**config.mk**
```make
export PLATFORM = sky130hd
export DESIGN_NAME = kcvt_ctrl
export DESIGN_NICKNAME = d
export VERILOG_FILES = /design/src/sv/kcvt_pkg.sv /design/src/sv/kcvt_ctrl.sv
export SDC_FILE = /design/constraint.sdc
export NUM_CORES = 1
export LEC_CHECK = 0
export BUFFER_PORTS_ARGS = -buffer_cell sky130_fd_sc_hd__buf_2
export CAP_MARGIN = 20
export CORE_ASPECT_RATIO = 0.6
export CORE_MARGIN = 10
export CORE_UTILIZATION = 47
export DETAILED_ROUTE_END_ITERATION = 7
export PLACE_DENSITY = 0.75
export SKIP_CTS_REPAIR_TIMING = 1
export SYNTH_ARGS = -nofsm -noshare
export SYNTH_HDL_FRONTEND = slang
export SYNTH_SLANG_ARGS = --single-unit
export TNS_END_PERCENT = 30
```
**constraint.sdc**
```tcl
create_clock -name clk -period 1.8 [get_ports clk]
set_input_delay 0.18 -clock clk [delete_from_list [all_inputs] [get_ports clk]]
set_output_delay 0.18 -clock clk [all_outputs]
set_load 0.05 [all_outputs]
```
**src/sv/kcvt_pkg.sv**
```systemverilog
`timescale 1ns / 1ps
// ----------------------------------------------------------------------------
// kcvt_pkg
// Types, codes and helpers shared by the constant-velocity tracker modules.
// ----------------------------------------------------------------------------
package kcvt_pkg;

  typedef struct packed {
    logic signed [31:0] meas_x;
    logic signed [31:0] meas_y;
    logic signed [31:0] meas_z;
  } meas_t;

  typedef struct packed {
    logic signed [31:0] pred_x;
    logic signed [31:0] pred_y;
    logic signed [31:0] pred_z;
  } pred_t;

  typedef logic [3:0] mul_sel_t;
  typedef logic [4:0] wb_op_t;

  // multiplier operand selects
  localparam mul_sel_t MS_NOP    = 4'd0;
  localparam mul_sel_t MS_BB     = 4'd1;
  localparam mul_sel_t MS_DET    = 4'd2;
  localparam mul_sel_t MS_N11    = 4'd3;
  localparam mul_sel_t MS_N12    = 4'd4;
  localparam mul_sel_t MS_N22    = 4'd5;
  localparam mul_sel_t MS_K11EP  = 4'd6;
  localparam mul_sel_t MS_K12EV  = 4'd7;
  localparam mul_sel_t MS_K12EP  = 4'd8;
  localparam mul_sel_t MS_K22EV  = 4'd9;
  localparam mul_sel_t MS_LEAD   = 4'd10;
  localparam mul_sel_t MS_RK11   = 4'd11;
  localparam mul_sel_t MS_RK12   = 4'd12;
  localparam mul_sel_t MS_RK22   = 4'd13;

  // write-back operations, executed in the cycle after issue
  localparam wb_op_t WB_NOP   = 5'd0;
  localparam wb_op_t WB_PRED  = 5'd1;
  localparam wb_op_t WB_SUM   = 5'd2;
  localparam wb_op_t WB_BB    = 5'd3;
  localparam wb_op_t WB_DET   = 5'd4;
  localparam wb_op_t WB_N11   = 5'd5;
  localparam wb_op_t WB_N12   = 5'd6;
  localparam wb_op_t WB_N22   = 5'd7;
  localparam wb_op_t WB_PREP1 = 5'd8;
  localparam wb_op_t WB_PREP2 = 5'd9;
  localparam wb_op_t WB_P1    = 5'd10;
  localparam wb_op_t WB_P2    = 5'd11;
  localparam wb_op_t WB_V1    = 5'd12;
  localparam wb_op_t WB_V2    = 5'd13;
  localparam wb_op_t WB_OUT   = 5'd14;
  localparam wb_op_t WB_CA    = 5'd15;
  localparam wb_op_t WB_CB    = 5'd16;
  localparam wb_op_t WB_CC    = 5'd17;
  localparam wb_op_t WB_KEEP  = 5'd18;

  typedef struct packed {
    mul_sel_t mul;
    wb_op_t   wb;
  } op_t;

  typedef struct packed {
    logic       load_in;
    logic       load_out;
    logic       div_start;
    op_t        op;
    logic [1:0] axis;
  } cmd_t;

  typedef struct packed {
    logic div_done;
    logic det_pos;
  } sts_t;

  // config register indexes
  localparam logic [1:0] REG_LEAD = 2'd0;
  localparam logic [1:0] REG_QN   = 2'd1;
  localparam logic [1:0] REG_RN   = 2'd2;

  localparam logic [7:0]         LEAD_RESET = 8'd10;
  localparam logic [28:0]        QN_RESET   = 29'd84289;
  localparam logic [28:0]        RN_RESET   = 29'd26843546;
  localparam logic signed [31:0] ONE_Q28    = 32'sh1000_0000;
  localparam logic [4:0]         DIV_LAST   = 5'd30;

  function automatic logic signed [31:0] sat32(input logic signed [41:0] v);
    if (v > 42'sd2147483647) begin
      return 32'sh7fff_ffff;
    end else if (v < -42'sd2147483648) begin
      return 32'sh8000_0000;
    end else begin
      return v[31:0];
    end
  endfunction

  function automatic logic signed [31:0] clampv(input logic signed [41:0] v);
    if (v[41]) begin
      return 32'sd0;
    end else begin
      return sat32(v);
    end
  endfunction

  // Q4.28 product back to the other operand's format, nearest, ties up
  function automatic logic signed [35:0] rnd_q28(input logic signed [63:0] p);
    logic signed [63:0] s;
    s = p + 64'sd134217728;
    return s[63:28];
  endfunction

endpackage

```
**src/sv/kcvt_ctrl.sv**
```systemverilog
`timescale 1ns / 1ps
// ----------------------------------------------------------------------------
// kcvt_ctrl
// Sequencer: steps the datapath through covariance predict, gain divide,
// per-axis correction and covariance update, then hands off the result word.
// ----------------------------------------------------------------------------
module kcvt_ctrl (
  input  logic           clk,
  input  logic           rst,
  input  logic           meas_valid,
  output logic           meas_stall,
  output logic           pred_valid,
  input  logic           pred_stall,
  input  kcvt_pkg::sts_t sts,
  output kcvt_pkg::cmd_t cmd
);
  import kcvt_pkg::*;

  localparam logic [2:0] S_IDLE  = 3'd0;
  localparam logic [2:0] S_FRONT = 3'd1;
  localparam logic [2:0] S_DIV   = 3'd2;
  localparam logic [2:0] S_AXES  = 3'd3;
  localparam logic [2:0] S_COV   = 3'd4;
  localparam logic [2:0] S_DONE  = 3'd5;

  localparam logic [3:0] FRONT_LAST = 4'd7;
  localparam logic [3:0] AXIS_LAST  = 4'd8;
  localparam logic [3:0] COV_LAST   = 4'd3;
  localparam logic [1:0] AXES_LAST  = 2'd2;

  logic [2:0] state, state_next;
  logic [3:0] step, step_next;
  logic [1:0] axis, axis_next;

  function automatic op_t front_op(input logic [3:0] s);
    unique case (s)
      4'd0:    return '{mul: MS_NOP, wb: WB_PRED};
      4'd1:    return '{mul: MS_NOP, wb: WB_SUM};
      4'd2:    return '{mul: MS_BB,  wb: WB_BB};
      4'd3:    return '{mul: MS_DET, wb: WB_DET};
      4'd4:    return '{mul: MS_N11, wb: WB_N11};
      4'd5:    return '{mul: MS_N12, wb: WB_N12};
      4'd6:    return '{mul: MS_N22, wb: WB_N22};
      default: return '{mul: MS_NOP, wb: WB_NOP};
    endcase
  endfunction

  // bubbles wait for ep and vn to land before they feed the multiplier
  function automatic op_t axis_op(input logic [3:0] s);
    unique case (s)
      4'd0:    return '{mul: MS_NOP,   wb: WB_PREP1};
      4'd1:    return '{mul: MS_NOP,   wb: WB_PREP2};
      4'd3:    return '{mul: MS_K11EP, wb: WB_P1};
      4'd4:    return '{mul: MS_K12EV, wb: WB_P2};
      4'd5:    return '{mul: MS_K12EP, wb: WB_V1};
      4'd6:    return '{mul: MS_K22EV, wb: WB_V2};
      4'd8:    return '{mul: MS_LEAD,  wb: WB_OUT};
      default: return '{mul: MS_NOP,   wb: WB_NOP};
    endcase
  endfunction

  function automatic op_t cov_op(input logic [3:0] s, input logic ok);
    unique case (s)
      4'd0:    return ok ? op_t'{mul: MS_RK11, wb: WB_CA} : op_t'{mul: MS_NOP, wb: WB_KEEP};
      4'd1:    return ok ? op_t'{mul: MS_RK12, wb: WB_CB} : op_t'{mul: MS_NOP, wb: WB_NOP};
      4'd2:    return ok ? op_t'{mul: MS_RK22, wb: WB_CC} : op_t'{mul: MS_NOP, wb: WB_NOP};
      default: return '{mul: MS_NOP, wb: WB_NOP};
    endcase
  endfunction

  assign meas_stall = (state != S_IDLE);

  always_comb begin
    cmd        = '0;
    state_next = state;
    step_next  = step;
    axis_next  = axis;
    unique case (state)
      S_IDLE: begin
        if (meas_valid) begin
          cmd.load_in = 1'b1;
          state_next  = S_FRONT;
          step_next   = '0;
        end
      end
      S_FRONT: begin
        cmd.op    = front_op(step);
        step_next = step + 4'd1;
        if (step == FRONT_LAST) begin
          state_next = S_DIV;
          step_next  = '0;
        end
      end
      S_DIV: begin
        if (step == 4'd0) begin
          cmd.div_start = 1'b1;
          step_next     = 4'd1;
        end else if (sts.div_done) begin
          state_next = S_AXES;
          step_next  = '0;
          axis_next  = '0;
        end
      end
      S_AXES: begin
        cmd.op    = axis_op(step);
        cmd.axis  = axis;
        step_next = step + 4'd1;
        if (step == AXIS_LAST) begin
          step_next = '0;
          if (axis == AXES_LAST) begin
            state_next = S_COV;
          end else begin
            axis_next = axis + 2'd1;
          end
        end
      end
      S_COV: begin
        cmd.op    = cov_op(step, sts.det_pos);
        step_next = step + 4'd1;
        if (step == COV_LAST) begin
          state_next = S_DONE;
          step_next  = '0;
        end
      end
      S_DONE: begin
        if (!pred_valid || !pred_stall) begin
          cmd.load_out = 1'b1;
          state_next   = S_IDLE;
        end
      end
      default: state_next = S_IDLE;
    endcase
  end

  always_ff @(posedge clk) begin
    if (rst) begin
      state      <= S_IDLE;
      step       <= '0;
      axis       <= '0;
      pred_valid <= 1'b0;
    end else begin
      state <= state_next;
      step  <= step_next;
      axis  <= axis_next;
      if (cmd.load_out) begin
        pred_valid <= 1'b1;
      end else if (!pred_stall) begin
        pred_valid <= 1'b0;
      end
    end
  end

  a_accept_starts: assert property (@(posedge clk) disable iff (rst)
    (meas_valid && !meas_stall) |=> (state == S_FRONT && step == 4'd0))
    else $error("accepted word did not start the sequence");

  a_done_in_div: assert property (@(posedge clk) disable iff (rst)
    sts.div_done |-> (state == S_DIV))
    else $error("divider finished outside the divide phase");

  a_handoff: assert property (@(posedge clk) disable iff (rst)
    (state == S_DONE && (!pred_valid || !pred_stall)) |=> (pred_valid && state == S_IDLE))
    else $error("result word not handed to output register");

endmodule

```
; Yosys cells after proc, flatten, opt, wreduce, memory -nomap -nowiden
; Cells that the tools add are included.
[totals]
register_bits = 10
inputBits = 6
out_inout_bits = 16
word_cells = 79
[classes]
n_addsub = 2
eq_ne = 25
n_mux = 37
reduce_logical = 11
[ops]
columns = operator, n
row1 = 9-bit case mux with 7 select lines, 1
row2 = 8-bit case mux with 7 select lines, 1
row3 = 9-bit case mux with 3 select lines, 2
row4 = 9-bit two-way mux, 3
row5 = 3-bit two-way mux, 8
row6 = 4-bit two-way mux, 6
row7 = 4-bit case mux with 5 select lines, 1
row8 = "2-bit != test, second input constant", 9
row9 = 3-bit case mux with 6 select lines, 1
row10 = "4-bit by 3-bit equality test with 1-bit output, second input constant", 4
row11 = 2-bit two-way mux, 5
row12 = "4-bit by 2-bit equality test with 1-bit output, second input constant", 2
row13 = 1-bit two-way mux, 8
row14 = 8-bit AND reduction, 1
row15 = "3-bit by 2-bit equality test with 1-bit output, second input constant", 2
row16 = "3-bit equality test, second input constant", 2
row17 = 5-bit AND reduction, 1
row18 = 5-bit nonzero test, 1
row19 = "4-bit by 1-bit adder with 4-bit output, second input constant", 1
row20 = "4-bit by 1-bit equality test with 1-bit output, second input constant", 1
row21 = "4-bit equality test, second input constant", 1
row22 = 4-bit zero test, 1
row23 = 2-bit case mux with 2 select lines, 1
row24 = "3-bit by 1-bit equality test with 1-bit output, second input constant", 1
row25 = 10 further kinds, 11

; Depth between registers and ports, before layout
; Gate-level depths: netlist of run 1.
[depth]
ltp_word = 5
ltp_mapped = 8
depth_no_buf = 7

; Least setup slack after synthesis of run 1
; OpenSTA, ideal clock, no wires.
[synth_path]
kind = register to output
start = register step[0]
end = output port cmd[2] (netlist name)
t_arrival_ns = 2.346
t_required_ns = 1.620
setup_slack_ns = -0.726
path_stages_with_launch = 8
path_buffers = 1
path_cell_list = dfxtp_1 -> inv_1 -> ha_1 -> buf_2 -> nor2_1 -> o21ai_0 -> nand3_1 -> o32ai_1
[synth_lines]
columns = element, line_no
row1 = "start, declared", kcvt_ctrl.sv:32  ; logic [3:0] step, step_next;
row2 = "start signal, assigned", kcvt_ctrl.sv:143  ; step <= step_next;
row3 = "end, declared", kcvt_ctrl.sv:15  ; output kcvt_pkg::cmd_t cmd

==> results.sh, run 1 <==
export IMPL_grt_max_degree=15
export IMPL_ant_nets=0
export IMPL_drtPass1Iterations=4
export IMPL_synth_compound_area_share_pct=26.2
export IMPL_grt_pass1_wl_um=5510
export IMPL_cts_tree="yes"
export IMPL_htreeDepth=1
export IMPL_core_um2=2150
export IMPL_pre_cts_ws_ns=-0.101
export IMPL_die_area_um2=4600
export IMPL_routed_wirelength_um=3830
export IMPL_pin_count=22
export IMPL_design_area_um2=1550
export IMPL_worstMarginPinSlew_ns=0.349
export IMPL_yosysWarnings=0
export IMPL_start_kind="flop"
export IMPL_die_h_um=56.7
export IMPL_cts_buffers=3
export IMPL_fmax_mhz=510
export IMPL_track_usage_pct=14.5
export IMPL_synth_adder_area_share_pct=5.94
export IMPL_drive_above_1_share_pct=49.4
export IMPL_synth_top_family_by_area="simple AND/OR/NAND/NOR gates"
export IMPL_rows=13
export IMPL_synth_simple_area_share_pct=39.1
export IMPL_clk_pin_slew_worst_paths_ns=0.05
export IMPL_violations="setup timing"
export IMPL_postSynth_asyncResetShare_pct=0
export IMPL_maxSlewViolCount=0
export IMPL_fin_skew_ns=0.00696
export IMPL_placement_io_buffers=21
export IMPL_globalRouteOverflowTotal=0
export IMPL_synth_xor_area_share_pct=0
export IMPL_status="finished with violations"
export IMPL_ys_flop_type="dfxtp_1"
export IMPL_synthMuxAreaShare_pct=1.90
export IMPL_cp_required_ns=1.62
export IMPL_die_w_um=81.1
export IMPL_p_total_uw=1250
export IMPL_end_kind="primary output"
export IMPL_netlist_cell_type_count=48
export IMPL_synth_seq_cells=10
export IMPL_crit_path_max_fanout=4
export IMPL_postLayoutSetupSlackWorst_ns=-0.161
export IMPL_dp_hpwl_um=2580
export IMPL_setup_viol=8
export IMPL_power_leakage_uw=0.000641
export IMPL_syn_nets=152
export IMPL_path_class="flop to primary output"
export IMPL_antennaDiodeCount=0
export IMPL_start_util_pct=49.1
export IMPL_nets=190
export IMPL_hold_viol=0
export IMPL_synth_cells=141
export IMPL_slew_headroom_pct=76.7
export IMPL_cap_violations=0
export IMPL_grt_pass1_vias=1151
export IMPL_wire_per_inst_um=18.4
export IMPL_fin_crit_ns=1.96
export IMPL_syn_area_um2=1050
export IMPL_drtIter0Drc=126
export IMPL_cp_arrival_ns=1.78
export IMPL_syn_mean_instance_area_um2=7.47
export IMPL_hold_path_class="primary input to flop"
export IMPL_rsz0062_at_grt="true"
export IMPL_gp_congestion=0.958
export IMPL_vias=1242
export IMPL_antenna_found_initial=0
export IMPL_stdcell_count=208
export IMPL_root_buffer="clkbuf_8"
export IMPL_clk_latency_ns=0.24
export IMPL_syn_to_final_growth_pct=47.0
export IMPL_power_density_nw_per_um2=808
export IMPL_place_area_um2=1310
export IMPL_synth_edff_count=0
export IMPL_drt_vias_per_instance=5.97
export IMPL_period_share_pct=109
export IMPL_peakVddDrop_uv=569
export IMPL_tns_ns=-0.799
export IMPL_cts_sinks=10
export IMPL_drcViolationCount=0
export IMPL_dp_cells=203
export IMPL_ys_seq_area_share_pct=19.0
export IMPL_clockBufferDepth=2
## cells by family after synthesis
logic type | Yosys count
compound gates | 40
mux | 2
buf+inv | 17
simple gates | 67
fa+ha+maj | 5
flops | 10
## worst paths after layout
| kind | from | endpoint | slack (ns) | cells after the start |
|---|---|---|---|---|
| worst min register to register | pred_valid$_SDFFE_PP0P_ | pred_valid$_SDFFE_PP0P_ | 0.48 | 2 |
| worst max-delay path | step[1]$_SDFFE_PP0P_ | cmd[2] | -0.16 | 8 |
| worst max register to register | step[1]$_SDFFE_PP0P_ | state[2]$_SDFFE_PP0P_ | 0.06 | 8 |
| worst min-delay path | pred_stall | pred_valid$_SDFFE_PP0P_ | 0.20 | 3 |
## critical path, stage by stage (launching register included)
cell and delay (ns):
dfxtp_4 0.37, inv_4 0.07, ha_4 0.14, or2_4 0.12, nor2_2 0.04, o21ai_1 0.18
nand3_2 0.16, o32ai_2 0.26, buf_6 0.20
## per-stage QoR
| step | utilization [%] | hold WS [ns] |
|---|---|---|
| 2_1_floorplan | - | 0.325 |
| 3_3_place_gp | 61.2 | 0.451 |
| 3_5_place_dp | 61.2 | 0.453 |
| 4_1_cts | 63.8 | 0.202 |
| 5_1_grt | 72.1 | 0.239 |
| 6_report | 72.1 | 0.198 |
## cells in the mapped netlist (2+ instances only)
library cell  number  area [µm²]
ha_1               5        62.6
inv_1              8        30.0
nor3b_1            3        22.5
mux2i_1            2        20.0
nand3_1            5        25.0
nand2b_1           3        18.8
a22oi_1            2        15.0
and3_1             3        18.8
dfxtp_1           10         200
nand2_1           12        45.0
a31o_1             2        17.5
o21ai_1            2        10.0
a31oi_1            2        12.5
buf_2              6        30.0
o21ai_0           11        55.1
nor2_1            15        56.3
and3b_1            2        17.5
a21oi_1            8        40.0
nor3_1             6        30.0
o211ai_1           3        22.5
nor2b_1            4        25.0
## report_power, final
part / internal [µW] / switching (µW) / total [µW]
Clock: 193 / 93.9 / 287
Combinational: 294 / 383 / 676
Sequential: 240 / 49.0 / 289
Total: 726 / 526 / 1250
## cells in the final DEF (no fill, tap or decap), types with 2 or more instances in the layout
cell type / netlist / final
buf_4: 1 / 21
buf_2: 6 / 13
nand2_1: 12 / 11
nor2_1: 15 / 11
o21ai_1: 2 / 8
buf_6: 1 / 7
a21oi_1: 8 / 6
inv_1: 8 / 5
nor3_1: 6 / 5
o21ai_0: 11 / 4
nand3_1: 5 / 4
dfxtp_1: 10 / 4
clkbuf_8: 0 / 4
dfxtp_4: 0 / 4
nor2_2: 0 / 3
o211ai_1: 3 / 3
ha_4: 0 / 3
inv_4: 0 / 2
nor3_2: 1 / 2
and3_4: 1 / 2
nand2b_1: 3 / 2
nor2b_2: 0 / 2
a22oi_1: 2 / 2
nor2b_1: 4 / 2
and3b_1: 2 / 2
nand2b_4: 1 / 2
a21oi_2: 0 / 2
and3_1: 3 / 2
mux2i_1: 2 / 2
o21ai_2: 1 / 2
nor3b_1: 3 / 2
a31oi_1: 2 / 2
a31o_1: 2 / 2
dfxtp_2: 0 / 2
## state kept, by name, indices dropped and copies added (netlist names)
| signal | count |
|---|---|
| step | 4 |
| state | 3 |
| axis | 2 |
| pred_valid | 1 |
## per-layer routing
metal	vias to the layer above	GRT usage (%)	wire (µm)
met5	-	0	0
met4	0	2.95	116
met3	12	3.02	292
met2	62	24.0	1890
met1	586	18.8	1530
li1	582	-	-
## area by class of cell
cell class	instances	area (µm²)
multi-input cells	114	895
fillers	155	598
repair buffers	42	309
flip-flops and latches	10	218
clock buffers	4	55.1
well taps	30	37.5
inverters	8	35.0
No activity file was read; power rests on OpenSTA's default activity.
==> run 2, diff against run 1 <==
--- a/config.mk
+++ b/config.mk
@@ -5,13 +5,15 @@
 export SDC_FILE = /design/constraint.sdc
 export NUM_CORES = 1
 export LEC_CHECK = 0
-export BUFFER_PORTS_ARGS = -buffer_cell sky130_fd_sc_hd__buf_2
+export BUFFER_PORTS_ARGS = -buffer_cell sky130_fd_sc_hd__clkbuf_2
 export CAP_MARGIN = 20
+export CELL_PAD_IN_SITES_DETAIL_PLACEMENT = 1
+export CELL_PAD_IN_SITES_GLOBAL_PLACEMENT = 1
 export CORE_ASPECT_RATIO = 0.6
 export CORE_MARGIN = 10
-export CORE_UTILIZATION = 47
+export CORE_UTILIZATION = 39
 export DETAILED_ROUTE_END_ITERATION = 7
-export PLACE_DENSITY = 0.75
+export PLACE_DENSITY = 0.84
 export SKIP_CTS_REPAIR_TIMING = 1
 export SYNTH_ARGS = -nofsm -noshare
 export SYNTH_HDL_FRONTEND = slang
==> run 2 against run 1 <==
Effect of this change:
- the run still ends with setup timing left
- register-to-register slack worse by 0.26 ns
- total power grew 13%
- sequential share of layout area is 1.6 points lower
- final cell count is 4.8% higher
- count of clock-buffer cells in the layout did not move
- sequential cell count is the same
- non-clock buffer count increased by 8
- clock skew down 0.0049 ns
- first-iteration DRC count grew 17%
- critical path depth is 1 higher
- worst hold slack better by 0.032 ns
- critical endpoint is now cmd[4]
- largest cell class unchanged
- highest routed layer unchanged
==> results.sh, run 2 (same netlist as run 1, synthesis figures left out) <==
export IMPL_status="finished with violations"
export IMPL_violations="setup timing"
export IMPL_maxSlewViolCount=0
export IMPL_antennaDiodeCount=0
export IMPL_largest_reg_flops=4
export IMPL_drt_vias_per_instance=6.29
export IMPL_nets=198
export IMPL_core_um2=2540
export IMPL_clk_pin_slew_worst_paths_ns=0.05
export IMPL_period_share_pct=115
export IMPL_die_w_um=87.1
export IMPL_syn_to_final_growth_pct=64.6
export IMPL_dp_hpwl_um=3330
export IMPL_fin_crit_ns=2.06
export IMPL_worstMarginPinSlew_ns=0.448
export IMPL_min_path_cells=3
export IMPL_top_regs="step x4, state x3, axis x2"
export IMPL_htreeDepth=1
export IMPL_fin_skew_ns=0.00208
export IMPL_design_area_um2=1730
export IMPL_hold_viol=0
export IMPL_postLayoutSetupSlackWorst_ns=-0.262
export IMPL_cp_required_ns=1.62
export IMPL_gp_congestion=0.868
export IMPL_cts_buffers=3
export IMPL_cap_violations=0
export IMPL_die_h_um=60.3
export IMPL_globalRouteOverflowTotal=0
export IMPL_fillers=288
export IMPL_drtPass1Iterations=4
export IMPL_regArea_um2=216
export IMPL_placement_io_buffers=21
export IMPL_reg2reg_slack_ns=-0.20
export IMPL_largest_register="step"
export IMPL_routed_wirelength_um=5350
export IMPL_ant_nets=0
export IMPL_die_area_um2=5250
export IMPL_drtIter0Drc=148
export IMPL_power_leakage_uw=0.000703
export IMPL_clk_latency_ns=0.24
export IMPL_power_density_nw_per_um2=815
export IMPL_multi_input_area_um2=956
export IMPL_cp_arrival_ns=1.88
export IMPL_slew_headroom_pct=70.1
export IMPL_start_util_pct=41.5
export IMPL_grt_pass1_vias=1314
export IMPL_crit_path_max_fanout=4
export IMPL_place_area_um2=1420
export IMPL_vias=1371
export IMPL_drcViolationCount=0
export IMPL_grt_max_degree=14
export IMPL_root_buffer="clkbuf_8"
export IMPL_cts_tree="yes"
export IMPL_pin_count=22
export IMPL_fmax_mhz=485
export IMPL_layout_common_cells="buf_4, nor2_1, nand2_1, clkbuf_2, buf_6"
export IMPL_pre_cts_ws_ns=-0.181
export IMPL_start_kind="flop"
export IMPL_path_class="flop to primary output"
export IMPL_clockBufferDepth=2
export IMPL_antenna_found_initial=0
export IMPL_setup_viol=16
export IMPL_mostFrequentLayoutCell="buf_4"
export IMPL_track_usage_pct=16.2
export IMPL_wire_per_inst_um=24.6
export IMPL_fin_util_pct=68.3
export IMPL_cts_sinks=10
export IMPL_r2r_cells=9
export IMPL_rows=14
export IMPL_rsz0062_at_grt="true"
export IMPL_grt_pass1_wl_um=6700
export IMPL_hold_path_class="primary input to flop"
export IMPL_end_kind="primary output"
export IMPL_drive_above_1_share_pct=54.8
export IMPL_peakVddDrop_uv=619
==> run 2: cell count changes in the layout (fill, tap and decap cells not counted), moves of 2 or more <==
| cell | previous run | this run |
|---|---|---|
| buf_12 | 0 | 3 |
| buf_2 | 13 | 2 |
| buf_4 | 21 | 25 |
| clkbuf_2 | 0 | 10 |
| dfxtp_2 | 2 | 4 |
| o21ai_1 | 8 | 3 |
| o21ai_2 | 2 | 6 |
==> run 2: through the flow <==
step           hold WS, ns  power [µW]  instances  setup TNS (ns)
2_1_floorplan        0.325         650        141           -1.34
3_3_place_gp         0.438         865        211         -0.0593
3_5_place_dp         0.452         910        211           -1.21
4_1_cts              0.197        1200        215           -3.92
5_1_grt              0.227        1480        218           -3.18
6_report             0.231        1410        218           -1.93
==> run 2: report_power, final <==
group          total, µW  switching (µW)  internal, µW
clock network        296             102           193
registers            287            46.0           241
logic                829             475           354
==> run 2: worst max-delay path: stages (launching register included) <==
cell and delay (ns):
dfxtp_4 0.41, inv_6 0.06, ha_4 0.15, buf_4 0.14, nor2_4 0.10, o21ai_2 0.06
mux2i_1 0.29, a2bb2oi_2 0.18, o21ai_2 0.09, buf_12 0.15
==> run 2: path summary, 6_finish.rpt <==
path / end / from
hold / removal: pred_valid$_SDFFE_PP0P_ / pred_stall
hold reg to reg: pred_valid$_SDFFE_PP0P_ / pred_valid$_SDFFE_PP0P_
setup / recovery: cmd[4] / step[0]$_SDFFE_PP0P_
setup reg to reg: state[2]$_SDFFE_PP0P_ / step[1]$_SDFFE_PP0P_
==> run 2: area by class of cell <==
cell class	count	share of cell area [%]
timing repair buffer	50	24.6
multi-input combinational	114	55.1
tap	32	2.31
sequential	10	12.5
clock buffer	4	3.17
inverter	8	2.31
==> run 2: metal layers <==
metal | up-vias | share of wire, % | global-route usage, %
li1 | 601 | - | -
met1 | 665 | 39 | 17.7
met2 | 75 | 48 | 28.5
met3 | 30 | 9.5 | 7.33
met4 | 0 | 3.5 | 3.62
met5 | - | 0 | 0
